`src/rtl/core/fmb_pkg.sv`:
```
// Shared types, codes and saturating arithmetic for the spin Fock matrix build.
// Used by every module of the block; it depends on nothing else.
`timescale 1ns / 1ps

package fmb_pkg;

  localparam int VAL_W     = 64;
  localparam int IDX_W     = 3;
  localparam int CMD_W     = 3;
  localparam int BASIS_W   = 4;
  localparam int FRAC_BITS = 40;

  typedef logic signed [VAL_W-1:0] fx_t;

  localparam fx_t FX_MAX = 64'sh7FFF_FFFF_FFFF_FFFF;
  localparam fx_t FX_MIN = 64'sh8000_0000_0000_0000;

  typedef enum logic [CMD_W-1:0] {
    CMD_LOAD_H   = 3'd0,
    CMD_LOAD_PA  = 3'd1,
    CMD_LOAD_PB  = 3'd2,
    CMD_LOAD_ERI = 3'd3,
    CMD_BUILD    = 3'd4
  } cmd_t;

  typedef enum logic [3:0] {
    S_IDLE,
    S_RD,
    S_PT,
    S_MJ,
    S_MJW,
    S_MXA,
    S_MXAW,
    S_MXB,
    S_MXBW,
    S_HRD,
    S_EMIT
  } seq_state_t;

  typedef struct packed {
    logic h;
    logic pa;
    logic pb;
    logic ten;
  } wr_en_t;

  typedef struct packed {
    logic mat;
    logic ten;
    logic h;
  } rd_en_t;

  function automatic fx_t sat_add(fx_t a, fx_t b);
    fx_t s;
    s = a + b;
    if (a[VAL_W-1] == b[VAL_W-1] && s[VAL_W-1] != a[VAL_W-1]) begin
      return a[VAL_W-1] ? FX_MIN : FX_MAX;
    end
    return s;
  endfunction

  function automatic fx_t sat_sub(fx_t a, fx_t b);
    fx_t d;
    d = a - b;
    if (a[VAL_W-1] != b[VAL_W-1] && d[VAL_W-1] != a[VAL_W-1]) begin
      return a[VAL_W-1] ? FX_MIN : FX_MAX;
    end
    return d;
  endfunction

endpackage

```
`src/rtl/core/fmb_mul.sv`:
```
// Q24.40 multiplier: sign-magnitude product from four 32x32 partial products,
// one per cycle, then round half away from zero and saturate. Uses fmb_pkg.
`timescale 1ns / 1ps

module fmb_mul (
  input  logic         clk,
  input  logic         rst_n,
  input  logic         start,
  input  fmb_pkg::fx_t a,
  input  fmb_pkg::fx_t b,
  output logic         done,
  output fmb_pkg::fx_t result
);
  import fmb_pkg::*;

  logic         busy_r;
  logic [2:0]   step_r;
  logic         done_r;
  logic         neg_r;
  logic [63:0]  ma_r, mb_r;
  logic [127:0] acc_r;
  fx_t          result_r;

  logic [31:0]  opa, opb;
  logic [63:0]  pp;
  logic [6:0]   shamt;
  logic [127:0] pp_sh;
  logic [127:0] rnd;
  logic [63:0]  mag;
  fx_t          fin;

  always_comb begin
    unique case (step_r[1:0])
      2'd0: begin opa = ma_r[31:0];  opb = mb_r[31:0];  shamt = 7'd0;  end
      2'd1: begin opa = ma_r[31:0];  opb = mb_r[63:32]; shamt = 7'd32; end
      2'd2: begin opa = ma_r[63:32]; opb = mb_r[31:0];  shamt = 7'd32; end
      default: begin opa = ma_r[63:32]; opb = mb_r[63:32]; shamt = 7'd64; end
    endcase
    pp    = opa * opb;
    pp_sh = {64'b0, pp} << shamt;
  end

  // Rounding is applied to the magnitude, so halves go away from zero.
  always_comb begin
    rnd = acc_r + (128'd1 << (FRAC_BITS - 1));
    mag = rnd[FRAC_BITS+63:FRAC_BITS];
    if (|rnd[127:FRAC_BITS+64]) begin
      fin = neg_r ? FX_MIN : FX_MAX;
    end else if (neg_r) begin
      fin = mag[63] ? FX_MIN : -$signed(mag);
    end else begin
      fin = mag[63] ? FX_MAX : $signed(mag);
    end
  end

  always_ff @(posedge clk) begin
    if (!rst_n) begin
      busy_r <= 1'b0;
      done_r <= 1'b0;
      step_r <= 3'd0;
    end else begin
      done_r <= 1'b0;
      if (start) begin
        busy_r <= 1'b1;
        step_r <= 3'd0;
      end else if (busy_r) begin
        if (step_r == 3'd4) begin
          busy_r <= 1'b0;
          done_r <= 1'b1;
        end else begin
          step_r <= step_r + 3'd1;
        end
      end
    end
  end

  always_ff @(posedge clk) begin
    if (start) begin
      neg_r <= a[63] ^ b[63];
      ma_r  <= a[63] ? 64'(-a) : 64'(a);
      mb_r  <= b[63] ? 64'(-b) : 64'(b);
      acc_r <= '0;
    end else if (busy_r) begin
      if (step_r == 3'd4) begin
        result_r <= fin;
      end else begin
        acc_r <= acc_r + pp_sh;
      end
    end
  end

  assign done   = done_r;
  assign result = result_r;

endmodule

```
`config.mk`:
```
export PLATFORM = sky130hd
export DESIGN_NAME = fmb_mul
export DESIGN_NICKNAME = d
export VERILOG_FILES = /design/src/rtl/core/fmb_pkg.sv /design/src/rtl/core/fmb_mul.sv
export SDC_FILE = /design/constraint.sdc
export NUM_CORES = 2
export LEC_CHECK = 0
export BUFFER_PORTS_ARGS = -buffer_cell sky130_fd_sc_hd__buf_2
export CAP_MARGIN = 10
export CORE_MARGIN = 2
export CORE_UTILIZATION = 65
export CTS_CLUSTER_SIZE = 24
export DETAILED_ROUTE_END_ITERATION = 10
export GPL_ROUTABILITY_DRIVEN = 0
export GPL_TIMING_DRIVEN = 0
export PLACE_DENSITY = 0.81
export REMOVE_ABC_BUFFERS = 1
export SLEW_MARGIN = 20
export SYNTH_ARGS = -nofsm -noshare
export SYNTH_HDL_FRONTEND = slang
export SYNTH_SLANG_ARGS = --single-unit
```
`constraint.sdc`:
```
create_clock -name clk -period 18.6 [get_ports clk]
set_input_delay 0.93 -clock clk [delete_from_list [all_inputs] [get_ports clk]]
set_output_delay 0.93 -clock clk [all_outputs]
set_load 0.005 [all_outputs]
```
Word level (Yosys, flattened, before mapping)
Cells that the tools add are included.
{ "classes": {"reduce_logical": 9, "addsub": 6, "n_bitwise": 5, "n_div": 0, "n_mux": 14, "shift": 1, "n_lt_le_gt_ge": 0, "multipliers": 1, "eq_ne": 3} }
{ "op_table": {"columns": ["cell", "count"], "rows": [
  ["64-bit two-way mux", 4],
  ["64-bit negation", 3],
  ["63-bit two-way mux", 3],
  ["128-bit adder", 1],
  ["128-bit by 40-bit adder with 128-bit output (second input constant)", 1],
  ["64-bit by 7-bit left shift with 128-bit output", 1],
  ["32-bit by 32-bit multiplier with 64-bit output", 1],
  ["32-bit two-way mux", 2],
  ["24-bit OR reduction", 1],
  ["7-bit one-hot mux with 2 select lines", 1],
  ["2-bit OR reduction", 4],
  ["1-bit two-way mux", 4],
  ["1-bit NOT", 4],
  ["3-bit by 1-bit adder with 3-bit output (second input constant)", 1],
  ["3-bit == test (second input constant)", 1],
  ["3-bit AND reduction", 1],
  ["3-bit OR reduction", 1],
  ["2-bit by 1-bit == test with 1-bit output (second input constant)", 1],
  ["2-bit == test (second input constant)", 1],
  ["2-bit logical NOT", 1],
  ["2-bit AND reduction", 1],
  ["1-bit bitwise XOR", 1]
]} }
{ "word_totals": {"elab_cells": 49, "mem_bits_ro": 0, "mem_count": 0, "latchBits": 0, "ram_bits": 0, "ff_bits": 326} }

Logic depth before layout (Yosys ltp)
{ "logic_depth": {"ltp_word": 6, "ltp_mapped": 51, "mapped_depth_nobuf": 47} }

Least setup slack after synthesis
No wires, ideal clock.
{ "synth_timing": {"path_kind": "reg-to-reg", "startpoint": "register step_r[0]", "endpoint": "register acc_r[107]", "setup_time_ns": 0.106, "arrival_ns": 12.504, "n_path_buf": 4, "stages_incl_launch_ff": 48, "required_ns": 18.494, "setup_slack_ns": 5.990, "cell_sequence": "dfxtp_1 > inv_1 > ha_1 > nor2_1 > clkbuf_1 > mux2i_1 > clkbuf_1 > nor2_1 > fa_1 > inv_1 > fa_1 > fa_1 > fa_1 > inv_1 > fa_1 > fa_1 > fa_1 > inv_1 > [... 12 more ...] > a21oi_1 > o21a_1 > o31ai_1 > and2_1 > ha_1 > clkbuf_1 > a21o_1 > o21bai_1 > a221oi_1 > o21a_1 > o211ai_1 > a221o_1 > a21oi_1 > o21ai_0 > a21oi_1 > o21ai_0 > or4b_2 > o311ai_0"} }
{ "synth_between": {"elab_chain_cells": 6, "elab_cells_between_ends": 15} }
{ "synth_lines": {"columns": ["element", "line_no", "source"], "rows": [
  ["start, declared", "fmb_mul.sv:17", "logic [2:0] step_r;"],
  ["start signal, assigned", "fmb_mul.sv:71", "step_r <= step_r + 3'd1;"],
  ["2-bit by 1-bit == test with 1-bit output, or another cell as far along", "fmb_mul.sv:33", "unique case (step_r[1:0])"],
  ["2-bit OR reduction (no source line)", null, null],
  ["32-bit two-way mux", "fmb_mul.sv:33", null],
  ["32-bit by 32-bit multiplier with 64-bit output", "fmb_mul.sv:39", "pp = opa * opb;"],
  ["64-bit by 7-bit left shift with 128-bit output", "fmb_mul.sv:40", "pp_sh = {64'b0, pp} << shamt;"],
  ["128-bit adder", "fmb_mul.sv:87", "acc_r <= acc_r + pp_sh;"],
  ["end signal, assigned", "fmb_mul.sv:87", null],
  ["end, declared", "fmb_mul.sv:21", "logic [127:0] acc_r;"]
]} }
Several ways; a longest one is shown, not always the timed one.
A chain may end at the register's enable or synchronous reset.

Worst setup path after layout
{ "layout_timing": {"startpoint": "register step_r[0]", "endpoint": "register acc_r[124]"} }
The elaborated chain is that of the path after synthesis.

==> flow_summary.ini <==
[run_status]
status = completed

[layout]
nNetsFinal = 8610
area_growth_pct = 8.12
stdcell_area_um2 = 65400
drive_above_1_share_pct = 7.53
fillers = 6859

[setup_path]
crit_arrival_ps = 17060
cp_max_fo = 16
cp-end-kind = register
cp_num_buf_inv = 9
crit_family = adder cells
crit_path_start_kind = register
crit_top_cell = fa_1
cp_data_required_time_ps = 19140
slowest_delay_ps = 1020
critical-path-slowest-cell = a2111oi_0
crit_type = reg2reg

[timing]
hold_viol_final = 0
finalMaxSlewViolations = 0
slew_headroom_pct = 17.6
setup_violations = 0
worst_pin_slew_ps = 1230
period_needed_ps = 16530
fmax_mhz = 60.5
rsz0062_at_grt = no
fin_crit_sh_pct = 88.9
finClkSkew_ps = 44.8

[global_routing]
grt_max_degree = 94
grt_usage_pct = 43.0
grt_pass1_wl_um = 312000
grt_pass1_vias = 55000
grt-ovfl-total = 0
grt_antenna_before_repair = 2

[clocking]
cts_buffers = 41
path_clk_slew_ps = 70
root_buffer = clkbuf_16
cts_buffer_depth = 3
htreeDepth = 2
clkSinkCount = 326
ctsResizeCount = 0
post_cts_buffers = 0
cts_hold_buffers = 0
clk_latency_ps = 660
tritoncts = done

[yosys]
synth_simple_gate_area_share_pct = 18.0
yosysMostFrequentCell = inv_1
yosys-mux-area-fraction_pct = 2.76
synthArstFlopShare_pct = 0
synth_common_cells = inv_1 (987), fa_1 (897), nand2_1 (890), nor2_1 (867), ha_1 (398)
avgSynthCellArea_um2 = 8.35
synth_compound_area_share_pct = 13.1
syn_area_um2 = 60500
synth_xor_area_share_pct = 5.60
synth_top_family_by_area = adder cells
synth-main-ff-cell = edfxtp_1
synth.top_cells.by_area = fa_1 (30%), edfxtp_1 (9.6%), ha_1 (8.2%)
ys.warnings.count = 0
synth_enable_flop_cells = 193
synth.top_cell.area_share_pct = 29.7
syn_inst = 7250
ys_seq_elements = 326
synth_top_area_cell = fa_1
synthAdderAreaFrac_pct = 37.9
ys_types = 92
yosysSeqAreaShare_pct = 14.0

[route]
drcViolationCount = 0
finalWirelength_um = 205000
post_drt_wl_per_cell_um = 24.2
num_vias = 55700
drt_first_pass_iters = 11
vias_per_cell = 6.59
postRouteAntennaNets = 0
drtIter0Drc = 7427

[placed_design]
dp_hpwl_um = 160000
io_buffers = 195
place_area_um2 = 64000

[floorplan]
ioPinCount = 196
core_area_um2 = 91900
die_area_um2 = 95500
start_util_pct = 65.8
die_h_um = 309
rows = 111
dieWidth_um = 309

[hold_path]
hold_class = reg2reg

[job]
cap_viol_max_count = 0
[cell type report]
cell class                 count  area, um2  share of cell area (%)
antenna                        3       7.51                  0.0115
clock inverter                19        183                   0.279
timing repair buffer         274       2640                    4.04
sequential                   326       8460                    12.9
clock buffer                  54       1170                    1.78
multi-input combinational   5550      47700                    72.9
inverter                     991       3720                    5.69
tap                         1243       1560                    2.38
[layer usage]
layer  vias up  track usage (%)  part of all wire, %
met5         -            0.556                0.050
met4         6             27.7                  8.0
met3      1076             17.6                   17
met2      4147             60.4                   41
met1     26800             54.9                   34
li1      23700                -                    -
[cell families (layout without fill, tap and decap cells)]
group / count (synthesis) / in the layout
AOI/OAI and AO/OA: 1251 / 1251
xor gates and xnor gates: 387 / 387
adders and majority gates: 1295 / 1295
buffers and inverters: 1374 / 1338
DFF: 326 / 326
muxes: 159 / 159
other: 0 / 3
and+or+nand+nor: 2458 / 2458
[final timing paths]
check | startpoint | to | slack (ps) | depth (start not counted)
hold / removal | acc_r[26] | acc_r[26] | 460 | 2
setup / recovery | step_r[0] | acc_r[124] | 2070 | 44
setup reg to reg | step_r[0] | acc_r[124] | 2070 | 44
hold reg to reg | acc_r[26] | acc_r[26] | 460 | 2
[sequential cells by signal, indices dropped and copies added, names as in the netlist]
signal	flops
neg_r	1
ma_r	64
mb_r	64
step_r	3
busy_r	1
done	1
result	64
acc_r	128
[layout by cell type, fill, tap and decap left out, types with 28 or more instances in the layout]
cell type | netlist | layout
nor3_1 | 102 | 102
nor2_1 | 867 | 864
nand2_1 | 890 | 889
and2_1 | 84 | 83
a31oi_1 | 54 | 54
o21ai_0 | 246 | 246
nand4_1 | 113 | 113
buf_2 | 17 | 193
or3_1 | 52 | 52
ha_1 | 398 | 397
mux2_2 | 65 | 65
o21a_1 | 32 | 32
o31ai_1 | 63 | 62
o21bai_1 | 51 | 51
mux2i_1 | 94 | 32
xnor2_1 | 279 | 278
nand2b_1 | 30 | 29
inv_1 | 987 | 987
fa_1 | 897 | 897
and3_1 | 48 | 47
nor4_1 | 31 | 29
o22ai_1 | 43 | 43
mux2i_4 | 0 | 58
nand3_1 | 107 | 107
a21o_1 | 157 | 157
or4_1 | 28 | 28
dfxtp_1 | 133 | 133
a21oi_1 | 391 | 391
xor2_1 | 108 | 107
buf_16 | 0 | 38
clkbuf_16 | 0 | 42
edfxtp_1 | 193 | 193
[worst reg2reg max path, delay by kind of cell, from the launching register on]
family	cells	cell delay [ps]
compound gates	11	5180
simple gates	10	2560
buf+inv	9	1370
xor+xnor	1	530
fa+ha+maj	11	5490
mux	2	920
flops	1	400
[stage by stage]
stage	instances	TNS, ps	setup slack, ps	hold slack [ps]	utilization, %
3_3_place_gp	8305	-163480	-3180	440	67.0
2_1_floorplan	6867	0	2850	430	-
5_1_grt	8457	0	1840	476	71.1
6_report	8460	0	2070	458	71.2
3_5_place_dp	8384	0	2940	450	69.7
4_1_cts	8457	0	2860	458	71.1
Power is not shown: default switching activity piles up to over one toggle a cycle in this logic, so the estimate is an artifact.
